==> config.mk <==
export PLATFORM = sky130hd
export DESIGN_NAME = dali_gear_addressing
export DESIGN_NICKNAME = d
export VERILOG_FILES = /design/src/design/dga_pkg.sv /design/src/design/dga_front.sv /design/src/design/dga_back.sv /design/src/design/dali_gear_addressing.sv
export SDC_FILE = /design/constraint.sdc
export NUM_CORES = 1
export LEC_CHECK = 0
export BUFFER_PORTS_ARGS = -buffer_cell sky130_fd_sc_hd__buf_2
export CAP_MARGIN = 20
export CORE_ASPECT_RATIO = 0.9
export CORE_MARGIN = 10
export CORE_UTILIZATION = 55
export DETAILED_ROUTE_END_ITERATION = 10
export GPL_ROUTABILITY_DRIVEN = 0
export PLACE_DENSITY = 0.83
export REMOVE_ABC_BUFFERS = 1
export SYNTH_ARGS = -nofsm -noshare
export SYNTH_HDL_FRONTEND = slang
export SYNTH_SLANG_ARGS = --single-unit
==> constraint.sdc <==
create_clock -name clk_i -period 9.5 [get_ports clk_i]
set_input_delay 0.95 -clock clk_i [delete_from_list [all_inputs] [get_ports clk_i]]
set_output_delay 0.95 -clock clk_i [all_outputs]
set_load 0.05 [all_outputs]
==> src/design/dga_pkg.sv <==
// Shared types and constants for the DALI gear addressing block.
`timescale 1ns / 1ps
package dga_pkg;
  localparam logic [4:0] KindTerminate  = 5'd0;
  localparam logic [4:0] KindDtr0       = 5'd1;
  localparam logic [4:0] KindInitialise = 5'd2;
  localparam logic [4:0] KindRandomise  = 5'd3;
  localparam logic [4:0] KindCompare    = 5'd4;
  localparam logic [4:0] KindWithdraw   = 5'd5;
  localparam logic [4:0] KindSearchH    = 5'd6;
  localparam logic [4:0] KindSearchM    = 5'd7;
  localparam logic [4:0] KindSearchL    = 5'd8;
  localparam logic [4:0] KindProgram    = 5'd9;
  localparam logic [4:0] KindVerify     = 5'd10;
  localparam logic [4:0] KindQuery      = 5'd11;
  localparam logic [4:0] KindDtr1       = 5'd12;
  localparam logic [4:0] KindDtr2       = 5'd13;
  localparam logic [4:0] KindEnableType = 5'd14;
  localparam logic [4:0] KindTimeout    = 5'd15;
  localparam logic [4:0] KindLoad       = 5'd16;

  localparam logic [1:0] ModeDisabled  = 2'd0;
  localparam logic [1:0] ModeEnabled   = 2'd1;
  localparam logic [1:0] ModeWithdrawn = 2'd2;

  localparam logic [1:0] RegTimeout = 2'd0;
  localparam logic [1:0] RegUid0    = 2'd1;
  localparam logic [1:0] RegUid1    = 2'd2;
  localparam logic [1:0] RegUid2    = 2'd3;

  localparam logic [31:0] LcgMul = 32'd1103515245;
  localparam logic [31:0] LcgAdd = 32'd12345;
  localparam logic [31:0] TimeoutReset = 32'd900000;
  localparam logic [7:0]  NoShort = 8'hFF;
  localparam logic [23:0] Addr24Ones = 24'hFFFFFF;
  localparam int QueueDepth = 2;

  // Classified command handed from front to back.
  typedef struct packed {
    logic [4:0]  kind;
    logic [7:0]  cmd_data;
    logic        repeat_ok;
    logic [31:0] now_ms;
    logic [31:0] seed;
    logic [23:0] random_load;
  } cmd_t;
endpackage

==> src/design/dga_front.sv <==
// Front end: accepts commands and precomputes the unmultiplied randomise seed.
`timescale 1ns / 1ps
module dga_front (
  input  logic               clk_i,
  input  logic               rst_ni,
  input  logic               valid_i,
  output logic               ready_o,
  input  logic [4:0]         kind_i,
  input  logic [7:0]         cmd_data_i,
  input  logic               repeat_ok_i,
  input  logic [31:0]        now_ms_i,
  input  logic [31:0]        entropy_i,
  input  logic [7:0]         light_level_i,
  input  logic [23:0]        random_load_i,
  input  logic [31:0]        uid0_i,
  input  logic [31:0]        uid1_i,
  input  logic [31:0]        uid2_i,
  output logic               valid_o,
  input  logic               ready_i,
  output dga_pkg::cmd_t      cmd_o
);
  dga_pkg::cmd_t mem_q [dga_pkg::QueueDepth];
  logic wr_q, wr_d, rd_q, rd_d;
  logic [1:0] cnt_q, cnt_d;
  dga_pkg::cmd_t c;
  logic push, pop;

  // The short address term of the seed is added in the back end, where the
  // short address is current when the transaction executes.
  always_comb begin
    c.kind = kind_i;
    c.cmd_data = cmd_data_i;
    c.repeat_ok = repeat_ok_i;
    c.now_ms = now_ms_i;
    c.random_load = random_load_i;
    c.seed = entropy_i ^ uid0_i ^ {uid1_i[24:0], uid1_i[31:25]}
           ^ {uid2_i[14:0], uid2_i[31:15]} ^ {16'd0, light_level_i, 8'd0};
  end

  assign ready_o = (cnt_q != 2'(dga_pkg::QueueDepth));
  assign valid_o = (cnt_q != 2'd0);
  assign push = valid_i && ready_o;
  assign pop = valid_o && ready_i;
  assign cmd_o = mem_q[rd_q];
  assign wr_d = push ? ~wr_q : wr_q;
  assign rd_d = pop ? ~rd_q : rd_q;
  assign cnt_d = cnt_q + {1'b0, push} - {1'b0, pop};

  always_ff @(posedge clk_i) begin
    if (push) mem_q[wr_q] <= c;
  end

  always_ff @(posedge clk_i or negedge rst_ni) begin
    if (!rst_ni) begin
      wr_q <= 1'b0;
      rd_q <= 1'b0;
      cnt_q <= 2'd0;
    end else begin
      wr_q <= wr_d;
      rd_q <= rd_d;
      cnt_q <= cnt_d;
    end
  end
endmodule

==> src/design/dga_back.sv <==
// Back end: addressing state machine with a registered result.
`timescale 1ns / 1ps
module dga_back (
  input  logic          clk_i,
  input  logic          rst_ni,
  input  logic          valid_i,
  output logic          ready_o,
  input  dga_pkg::cmd_t cmd_i,
  input  logic [31:0]   timeout_i,
  output logic          valid_o,
  input  logic          ready_i,
  output logic          backward_valid_o,
  output logic [7:0]    backward_value_o,
  output logic          in_init_o,
  output logic [23:0]   random_address_o,
  output logic [7:0]    short_address_out_o,
  output logic          save_request_o,
  output logic [7:0]    dtr0_out_o,
  output logic [7:0]    dtr1_out_o,
  output logic [7:0]    dtr2_out_o,
  output logic [7:0]    device_type_out_o
);
  logic [1:0]  mode_q, mode_d;
  logic [31:0] start_q, start_d;
  logic [23:0] rnd_q, rnd_d, srch_q, srch_d;
  logic [7:0]  sa_q, sa_d, d0_q, d0_d, d1_q, d1_d, d2_q, d2_d, et_q, et_d;
  logic        ov_q, bv_q, bv_d, sv_q, sv_d;
  logic [7:0]  bval_q, bval_d;
  logic        en, match, take, hit;
  logic [5:0]  dec;
  logic [31:0] seed, prod, elapsed;

  assign ready_o = !ov_q || ready_i;
  assign take = valid_i && ready_o;
  assign en = (mode_q == dga_pkg::ModeEnabled);
  assign match = (rnd_q == srch_q);
  assign dec = cmd_i.cmd_data[6:1];
  assign seed = cmd_i.seed ^ {sa_q, 24'd0};
  assign prod = seed * dga_pkg::LcgMul + dga_pkg::LcgAdd;
  assign elapsed = cmd_i.now_ms - start_q;

  always_comb begin
    mode_d = mode_q; start_d = start_q; rnd_d = rnd_q; srch_d = srch_q;
    sa_d = sa_q; d0_d = d0_q; d1_d = d1_q; d2_d = d2_q; et_d = et_q;
    bv_d = 1'b0; bval_d = 8'd0; sv_d = 1'b0; hit = 1'b0;
    case (cmd_i.kind)
      dga_pkg::KindTerminate: mode_d = dga_pkg::ModeDisabled;
      dga_pkg::KindDtr0: d0_d = cmd_i.cmd_data;
      dga_pkg::KindInitialise: begin
        if (cmd_i.cmd_data == 8'h00) hit = 1'b1;
        else if (cmd_i.cmd_data == 8'hFF) hit = (sa_q == dga_pkg::NoShort);
        else if (cmd_i.cmd_data[0]) hit = ({2'b00, dec} == sa_q);
        if (cmd_i.repeat_ok && hit) begin
          mode_d = dga_pkg::ModeEnabled;
          start_d = cmd_i.now_ms;
        end
      end
      dga_pkg::KindRandomise: if (en && cmd_i.repeat_ok) begin
        rnd_d = prod[23:0];
        sv_d = 1'b1;
      end
      dga_pkg::KindCompare: if (en && rnd_q <= srch_q) begin
        bv_d = 1'b1; bval_d = 8'hFF;
      end
      dga_pkg::KindWithdraw: if (en && match) mode_d = dga_pkg::ModeWithdrawn;
      dga_pkg::KindSearchH: srch_d[23:16] = cmd_i.cmd_data;
      dga_pkg::KindSearchM: srch_d[15:8] = cmd_i.cmd_data;
      dga_pkg::KindSearchL: srch_d[7:0] = cmd_i.cmd_data;
      dga_pkg::KindProgram: if (en && match) begin
        sa_d = (cmd_i.cmd_data == 8'hFF) ? dga_pkg::NoShort : {2'b00, dec};
        sv_d = 1'b1;
      end
      dga_pkg::KindVerify: if (en && {2'b00, dec} == sa_q) begin
        bv_d = 1'b1; bval_d = 8'hFF;
      end
      dga_pkg::KindQuery: if (en && match) begin
        bv_d = 1'b1;
        bval_d = (sa_q == dga_pkg::NoShort) ? 8'hFF : {sa_q[6:0], 1'b1};
      end
      dga_pkg::KindDtr1: d1_d = cmd_i.cmd_data;
      dga_pkg::KindDtr2: d2_d = cmd_i.cmd_data;
      dga_pkg::KindEnableType: et_d = cmd_i.cmd_data;
      dga_pkg::KindTimeout:
        if (mode_q != dga_pkg::ModeDisabled && elapsed > timeout_i)
          mode_d = dga_pkg::ModeDisabled;
      dga_pkg::KindLoad: rnd_d = cmd_i.random_load;
      default: ;
    endcase
  end

  always_ff @(posedge clk_i or negedge rst_ni) begin
    if (!rst_ni) begin
      mode_q <= dga_pkg::ModeDisabled; start_q <= 32'd0;
      rnd_q <= dga_pkg::Addr24Ones; srch_q <= dga_pkg::Addr24Ones;
      sa_q <= dga_pkg::NoShort; d0_q <= 8'd0; d1_q <= 8'd0; d2_q <= 8'd0;
      et_q <= 8'd0; ov_q <= 1'b0; bv_q <= 1'b0; bval_q <= 8'd0; sv_q <= 1'b0;
    end else begin
      if (take) begin
        mode_q <= mode_d; start_q <= start_d; rnd_q <= rnd_d; srch_q <= srch_d;
        sa_q <= sa_d; d0_q <= d0_d; d1_q <= d1_d; d2_q <= d2_d; et_q <= et_d;
        bv_q <= bv_d; bval_q <= bval_d; sv_q <= sv_d;
        ov_q <= 1'b1;
      end else if (ready_i) begin
        ov_q <= 1'b0;
      end
    end
  end

  assign valid_o = ov_q;
  assign backward_valid_o = bv_q;
  assign backward_value_o = bval_q;
  assign in_init_o = (mode_q == dga_pkg::ModeEnabled);
  assign random_address_o = rnd_q;
  assign short_address_out_o = sa_q;
  assign save_request_o = sv_q;
  assign dtr0_out_o = d0_q;
  assign dtr1_out_o = d1_q;
  assign dtr2_out_o = d2_q;
  assign device_type_out_o = et_q;
endmodule

==> src/design/dali_gear_addressing.sv <==
// Top level of the DALI control-gear addressing block.
// Path from input transaction to result: the queue, then the result register.
// Throughput: one transaction per cycle while the receiver holds ready_i high.
// The randomise multiply and the state update share the back-end cycle.
// Reset: asynchronous, active low; state and control registers take their defaults, the queue storage is not reset.
`timescale 1ns / 1ps
module dali_gear_addressing (
  input  logic        clk_i,
  input  logic        rst_ni,
  input  logic        psel,
  input  logic        penable,
  input  logic        pwrite,
  input  logic [3:0]  paddr,
  input  logic [31:0] pwdata,
  output logic [31:0] prdata,
  output logic        pready,
  input  logic        valid_i,
  output logic        ready_o,
  input  logic [4:0]  kind_i,
  input  logic [7:0]  cmd_data_i,
  input  logic        repeat_ok_i,
  input  logic [31:0] now_ms_i,
  input  logic [31:0] entropy_i,
  input  logic [7:0]  light_level_i,
  input  logic [23:0] random_load_i,
  output logic        valid_o,
  input  logic        ready_i,
  output logic        backward_valid_o,
  output logic [7:0]  backward_value_o,
  output logic        in_init_o,
  output logic [23:0] random_address_o,
  output logic [7:0]  short_address_out_o,
  output logic        save_request_o,
  output logic [7:0]  dtr0_out_o,
  output logic [7:0]  dtr1_out_o,
  output logic [7:0]  dtr2_out_o,
  output logic [7:0]  device_type_out_o
);
  logic [31:0] tmo_q, u0_q, u1_q, u2_q;
  logic qv, qr;
  dga_pkg::cmd_t qc;
  logic [1:0] idx;

  assign pready = 1'b1;
  assign idx = paddr[3:2];

  always_ff @(posedge clk_i or negedge rst_ni) begin
    if (!rst_ni) begin
      tmo_q <= dga_pkg::TimeoutReset;
      u0_q <= 32'd0; u1_q <= 32'd0; u2_q <= 32'd0;
    end else if (psel && penable && pwrite) begin
      unique case (idx)
        dga_pkg::RegTimeout: tmo_q <= pwdata;
        dga_pkg::RegUid0:    u0_q <= pwdata;
        dga_pkg::RegUid1:    u1_q <= pwdata;
        dga_pkg::RegUid2:    u2_q <= pwdata;
        default: ;
      endcase
    end
  end

  always_comb begin
    unique case (idx)
      dga_pkg::RegTimeout: prdata = tmo_q;
      dga_pkg::RegUid0:    prdata = u0_q;
      dga_pkg::RegUid1:    prdata = u1_q;
      default:             prdata = u2_q;
    endcase
  end

  dga_front u_front (
    .clk_i, .rst_ni, .valid_i, .ready_o, .kind_i, .cmd_data_i, .repeat_ok_i,
    .now_ms_i, .entropy_i, .light_level_i, .random_load_i,
    .uid0_i(u0_q), .uid1_i(u1_q), .uid2_i(u2_q),
    .valid_o(qv), .ready_i(qr), .cmd_o(qc)
  );

  dga_back u_back (
    .clk_i, .rst_ni, .valid_i(qv), .ready_o(qr), .cmd_i(qc), .timeout_i(tmo_q),
    .valid_o, .ready_i, .backward_valid_o, .backward_value_o,
    .in_init_o, .random_address_o, .short_address_out_o, .save_request_o,
    .dtr0_out_o, .dtr1_out_o, .dtr2_out_o, .device_type_out_o
  );
endmodule

* Word level (Yosys, flattened, before mapping)
Memory sizes are Yosys's and may differ from the RTL's.
Index checks and enable logic that the tools add are counted.
** Storage, ports and cells
- Latch bits :: 0
- Memory bits (read-only) :: 0
- RAM bits :: 204
- Logic and storage cells :: 128
- Register bits after elaboration :: 265
- Memories :: 1
** Memory list
- u_front.mem_q :: words 2, bits a word 102, read ports 1, clocked after memory_dff 0, write ports 1, line dga_front.sv:22 : dga_pkg::cmd_t mem_q [dga_pkg::QueueDepth];
** Cells by class
- Eq/ne operators :: 29
- Bitwise logic cells :: 7
- Div/mod/pow operators :: 0
- Muxes and demuxes :: 27
- Add/sub/neg operators :: 4
- Multiply operators :: 1
- Shift operators :: 0
- $lt $le $gt $ge :: 2
- Reduce and logical (&&, ||, !) cells :: 35
** Operator list (count)
- $xor A32 B32 Y32 :: 4
- $pmux W32 S3 :: 1
- $pmux W24 S2 :: 1
- $eq A5 B4 Y1 const B :: 8
- $mux W8 :: 5
- $gt A32 B32 Y1 :: 1
- $mul A32 B31 Y24 const B :: 1
- $sub A32 B32 Y32 :: 1
- $xor A32 B16 Y32 :: 1
- $add A24 B14 Y24 const B :: 1
- $eq A24 B24 Y1 :: 1
- $le A24 B24 Y1 :: 1
- $mux W24 :: 1
- $pmux W8 S3 :: 1
- $reduce_and A2 Y1 :: 11
- $eq A5 B3 Y1 const B :: 4
- $eq A8 B8 Y1 const B :: 2
- $mux W1 :: 12
- $eq A5 B2 Y1 const B :: 2
- $logic_and A1 B1 Y1 :: 10
- $reduce_and A3 Y1 :: 3
- $eq A6 B8 Y1 :: 1
- $logic_not A8 Y1 :: 1
- $ne A2 B1 Y1 const B :: 4
- 19 further kinds :: 27

* Depth between registers and ports, before layout
An unclocked memory read counts as a cell.
- Depth after elaboration :: 9
- Mapped depth :: 32
- Depth with buffers taken out :: 25

* Cells and area by module
From an unflattened synthesis, not the netlist that was laid out.
** Second synthesis, totals
- Cells, all modules :: 2267
- Area total of the unflattened synthesis :: 28240.8 sq um
** Modules (own cells, without submodules)
- dga_back :: instances 1, cells an instance 1510, area an instance 14084.8 sq um
- dga_front :: instances 1, cells an instance 438, area an instance 8483.1 sq um
- dali_gear_addressing :: instances 1, cells an instance 319, area an instance 5672.9 sq um

* Least setup slack after synthesis
OpenSTA, ideal clock, no wires.
- Path type :: register -> register
- Start :: reg u_front.rd_q
- End :: reg u_back.rnd_q[22] (netlist: u_back.random_address_o[22])
- Arrival :: 7523 ps
- Required time :: 9418 ps
- Clock period less this slack :: 7604 ps
- Path buffers :: 7
- Setup time :: 82 ps
- Slack :: 1896 ps
- Stages on the path, launching flop included :: 32
- Cell sequence :: dfrtp_1 buf_6 buf_8 buf_12 buf_6 buf_2 clkbuf_1 buf_1 mux2i_1 inv_1 ha_1 fa_1 inv_1 fa_1 inv_1 ha_1 inv_1 fa_1 inv_1 fa_1 inv_1 fa_1 inv_1 ha_1 a211oi_1 nand2_1 a31oi_1 o21ai_0 a41o_1 nor4_1 nor4_1 nor3_1
** On the way
- Word-level cells in the longest chain between the ends :: 6
** RTL lines
- start, declared :: line dga_front.sv:23 : logic wr_q, wr_d, rd_q, rd_d;
- start signal, assigned :: line dga_front.sv:60 : rd_q <= rd_d;
- $mem_v2 Z2 W102 (*)
- $xor A32 B32 Y32 :: line dga_back.sv:38 : assign seed = cmd_i.seed ^ {sa_q, 24'd0};
- $mul A32 B31 Y24 :: line dga_back.sv:39 : assign prod = seed * dga_pkg::LcgMul + dga_pkg::LcgAdd;
- $add A24 B14 Y24 :: line dga_back.sv:39
- $mux W24 :: line dga_back.sv:58 : dga_pkg::KindRandomise: if (en && cmd_i.repeat_ok) begin
- $pmux W24 S2 :: line dga_back.sv:46 : case (cmd_i.kind)
- end signal, assigned :: line dga_back.sv:94 : rnd_q <= dga_pkg::Addr24Ones; srch_q <= dga_pkg::Addr24Ones;
- end signal, assigned :: line dga_back.sv:99 : mode_q <= mode_d; start_q <= start_d; rnd_q <= rnd_d; srch_q <= srch_d;
- end, declared :: line dga_back.sv:25 : logic [23:0] rnd_q, rnd_d, srch_q, srch_d;
Mark *: on every way between the ends. The rest lies on a longest branch, timed or not. The select of a mux whose other input is x is not followed.
A chain may end at the register's enable or synchronous reset.

* Worst setup path after layout
Ends and elaborated chain as after synthesis.

==> flow_summary.json <==
{
  "status": "completed",
  "fmax_mhz": 140,
  "track_usage_pct": 22.9,
  "syn2layout_area_growth_pct": 12.6,
  "initial_core_util_pct": 56.0,
  "relSlewSlack_pct": 27.3,
  "antenna_found_initial": 13,
  "pre_cts_slack_ns": 2.41,
  "crit_arrival_ns": 7.64,
  "hold_class": "input pin to async pin",
  "cts_buffers": 46,
  "worst-r2r-cell-count": 24,
  "wire_per_inst_um": 20.7,
  "drtAntennaViolNets": 0,
  "clk_pin_slew_ns": 0.07,
  "cts.sinks": 451,
  "dr_total_vias": 18386,
  "syn_area_um2": 27000,
  "critPathLaunchType": "flop",
  "synth_flop_cell": "dfrtp_1",
  "path_buf_inv": 7,
  "criticalPathCategory": "flop to flop",
  "fillers": 3464,
  "clk_latency_ns": 0.59,
  "min_period_ns": 7.13,
  "dpl.hpwl_um": 48800,
  "hold_violations": 0,
  "viasPerCell": 5.70,
  "finalCritPeriodShare_pct": 75.1,
  "avgSynthCellArea_um2": 11.7,
  "ios": 263,
  "routed_wl_um": 66700,
  "clock_skew_ns": 0.0212,
  "seq_area_frac_synth_pct": 45.6,
  "grt_pass1_wl_um": 106000,
  "cts_max_path_buffers": 3,
  "postCtsSetupBuffers": 0,
  "worstMarginPinSlew_ns": 1.06,
  "cts_resized": 0,
  "port_buffers": 251,
  "r2r-start": "u_front.rd_q",
  "synth_seq_cells": 451,
  "fin_tns_setup_ns": 0,
  "fin_cells": 3224,
  "synth_area_leaders": "edfxtp_1, dfrtp_1, ha_1",
  "cp_data_required_time_ns": 10.01,
  "synth_edf_count": 188,
  "max_stage_delay_ns": 0.71,
  "cts-root-buf": "clkbuf_16",
  "cp_max_fo": 26,
  "synth_commonest_cells": "inv_1, ha_1, nand2_1",
  "std_cell_rows": 76,
  "drtIter0Drc": 1447,
  "yosysWarnings": 0,
  "dr.pass1.iters": 6,
  "overflow": 0,
  "cp_top_family": "adder cells",
  "rsz0062_at_grt": "false",
  "synth_top_cell_by_area": "edfxtp_1",
  "synthCells": 2307,
  "cp_common_cell": "inv_1",
  "die-width_um": 254,
  "core_area_um2": 48200,
  "drc": 0,
  "r2r_slack_ns": 2.37,
  "cts_tree": "yes",
  "end_kind": "flop",
  "fin_util_pct": 63.1,
  "dp.cells": 3126,
  "grt_pass1_vias": 19790,
  "drv_slew": 0,
  "grt_max_degree": 128,
  "setup_viol": 0,
  "path_cells": "mux2i_1 -> inv_1 -> ha_1 -> fa_1 -> inv_1 -> fa_1 -> inv_1 -> ha_1 -> inv_1 -> fa_1 -> inv_1 -> fa_1 -> inv_1 -> fa_1 -> inv_1 -> ha_1 -> a211oi_1 -> nand2_1 -> a31oi_1 -> o21ai_0 -> a41o_1 -> nor4_1 -> nor4_1 -> nor3_1",
  "cp_slowest_cell": "dfrtp_4",
  "synthArstFlopShare_pct": 58.3,
  "synth_cell_types": 68,
  "yosysTopAreaCellShare_pct": 20.9,
  "synth_most_common_cell": "inv_1",
  "die_y_um": 230,
  "drive_above_1_share_pct": 23.5,
  "r2r_end": "u_back.random_address_o[22]",
  "htreeDepth": 2,
  "nets": 3038,
  "postLayoutSetupSlackWorst_ns": 2.37,
  "dieArea_um2": 58400,
  "ctsHoldBuffers": 0,
  "cap_violations": 0
}
[worst register-to-register path, cell delays in order (launching register included)]
cell and delay, ns:
dfrtp_4 0.71, mux2i_1 0.63, inv_1 0.27, ha_1 0.38, fa_1 0.48, inv_1 0.05, fa_1 0.47, inv_1 0.04
ha_1 0.28, inv_1 0.06, fa_1 0.54, inv_1 0.06, fa_1 0.52, inv_1 0.05, fa_1 0.54, inv_1 0.05
ha_1 0.34, a211oi_1 0.21, nand2_1 0.07, a31oi_1 0.24, o21ai_0 0.20, a41o_1 0.31, nor4_1 0.27, nor4_1 0.10
nor3_1 0.20
[per-stage QoR]
stage          hold slack (ns)  cell area (um^2)
2_1_floorplan            0.460             26700
3_3_place_gp             0.461             28900
3_5_place_dp             0.469             28900
4_1_cts                  0.483             30300
5_1_grt                  0.498             30400
6_report                 0.474             30400
[how the worst max path moves through the flow]
stage / startpoint / to / slack (ns) / depth (start not counted)
floorplan: u_front.rd_q / u_back.random_address_o[22] / 0.43 / 24
global placement: u_front.rd_q / u_back.random_address_o[22] / 2.46 / 24
CTS: u_front.rd_q / u_back.random_address_o[22] / 2.38 / 24
finish: u_front.rd_q / u_back.random_address_o[22] / 2.37 / 24
global route: u_front.rd_q / u_back.random_address_o[22] / 1.84 / 24
detailed placement: u_front.rd_q / u_back.random_address_o[22] / 2.41 / 24
[metal layers]
layer	track usage, %	wire length [um]
met3	4.50	4830
met2	39.2	33400
met4	9.55	2690
met1	27.7	25700
met5	0	46
[cell usage in the layout (no fill, tap or decap), types with 13 or more instances in the layout]
cell type  count
nand2_1      207
nor2_1        56
xor2_1        41
mux4_2        32
mux2i_1       38
a21oi_1       63
xnor2_1      123
clkbuf_16     47
mux2_2       148
nand4_1       19
buf_2        251
fa_1         109
a21o_1        47
nand3_1       16
edfxtp_1     188
dfstp_2       66
o21a_1        13
o21ai_0      142
dfrtp_1      196
o21ai_1       28
buf_4         17
ha_1         223
inv_1        334
[logic make-up (layout without fill, tap and decap cells)]
logic type	Yosys count	after routing	synth area share (%)
flops	451	451	45.6
buf+inv	407	691	5.95
compound gates	364	364	8.11
simple gates	363	363	5.85
fa+ha+maj	332	332	18.4
mux	224	224	10.7
xor+xnor	165	165	5.40
other cells	1	10	0.0139
[state kept, by name, indices dropped and copies added (netlist names), 7 cells and up]
signal,count
u2_q,32
u_back.srch_q,24
u_back.dtr1_out_o,8
u_back.backward_value_o,8
u_back.short_address_out_o,7
u1_q,32
u_back.dtr0_out_o,8
u_front.mem_q,188
u_back.start_q,32
u_back.device_type_out_o,8
tmo_q,32
u0_q,32
u_back.dtr2_out_o,8
u_back.random_address_o,24
[final cells by class]
cell class	count	area (um^2)	area share, %
clock inverters	26	238	0.782
diodes	9	22.5	0.0740
flip-flops and latches	451	12300	40.5
well taps	624	781	2.57
multi-input cells	1449	13100	43.1
clock buffers	60	1250	4.13
repair buffers	271	1440	4.73
inverters	334	1250	4.12
Power is left out: the tool's default activity adds up to more than one toggle a clock period on the data nets, which glitch-free logic cannot reach.
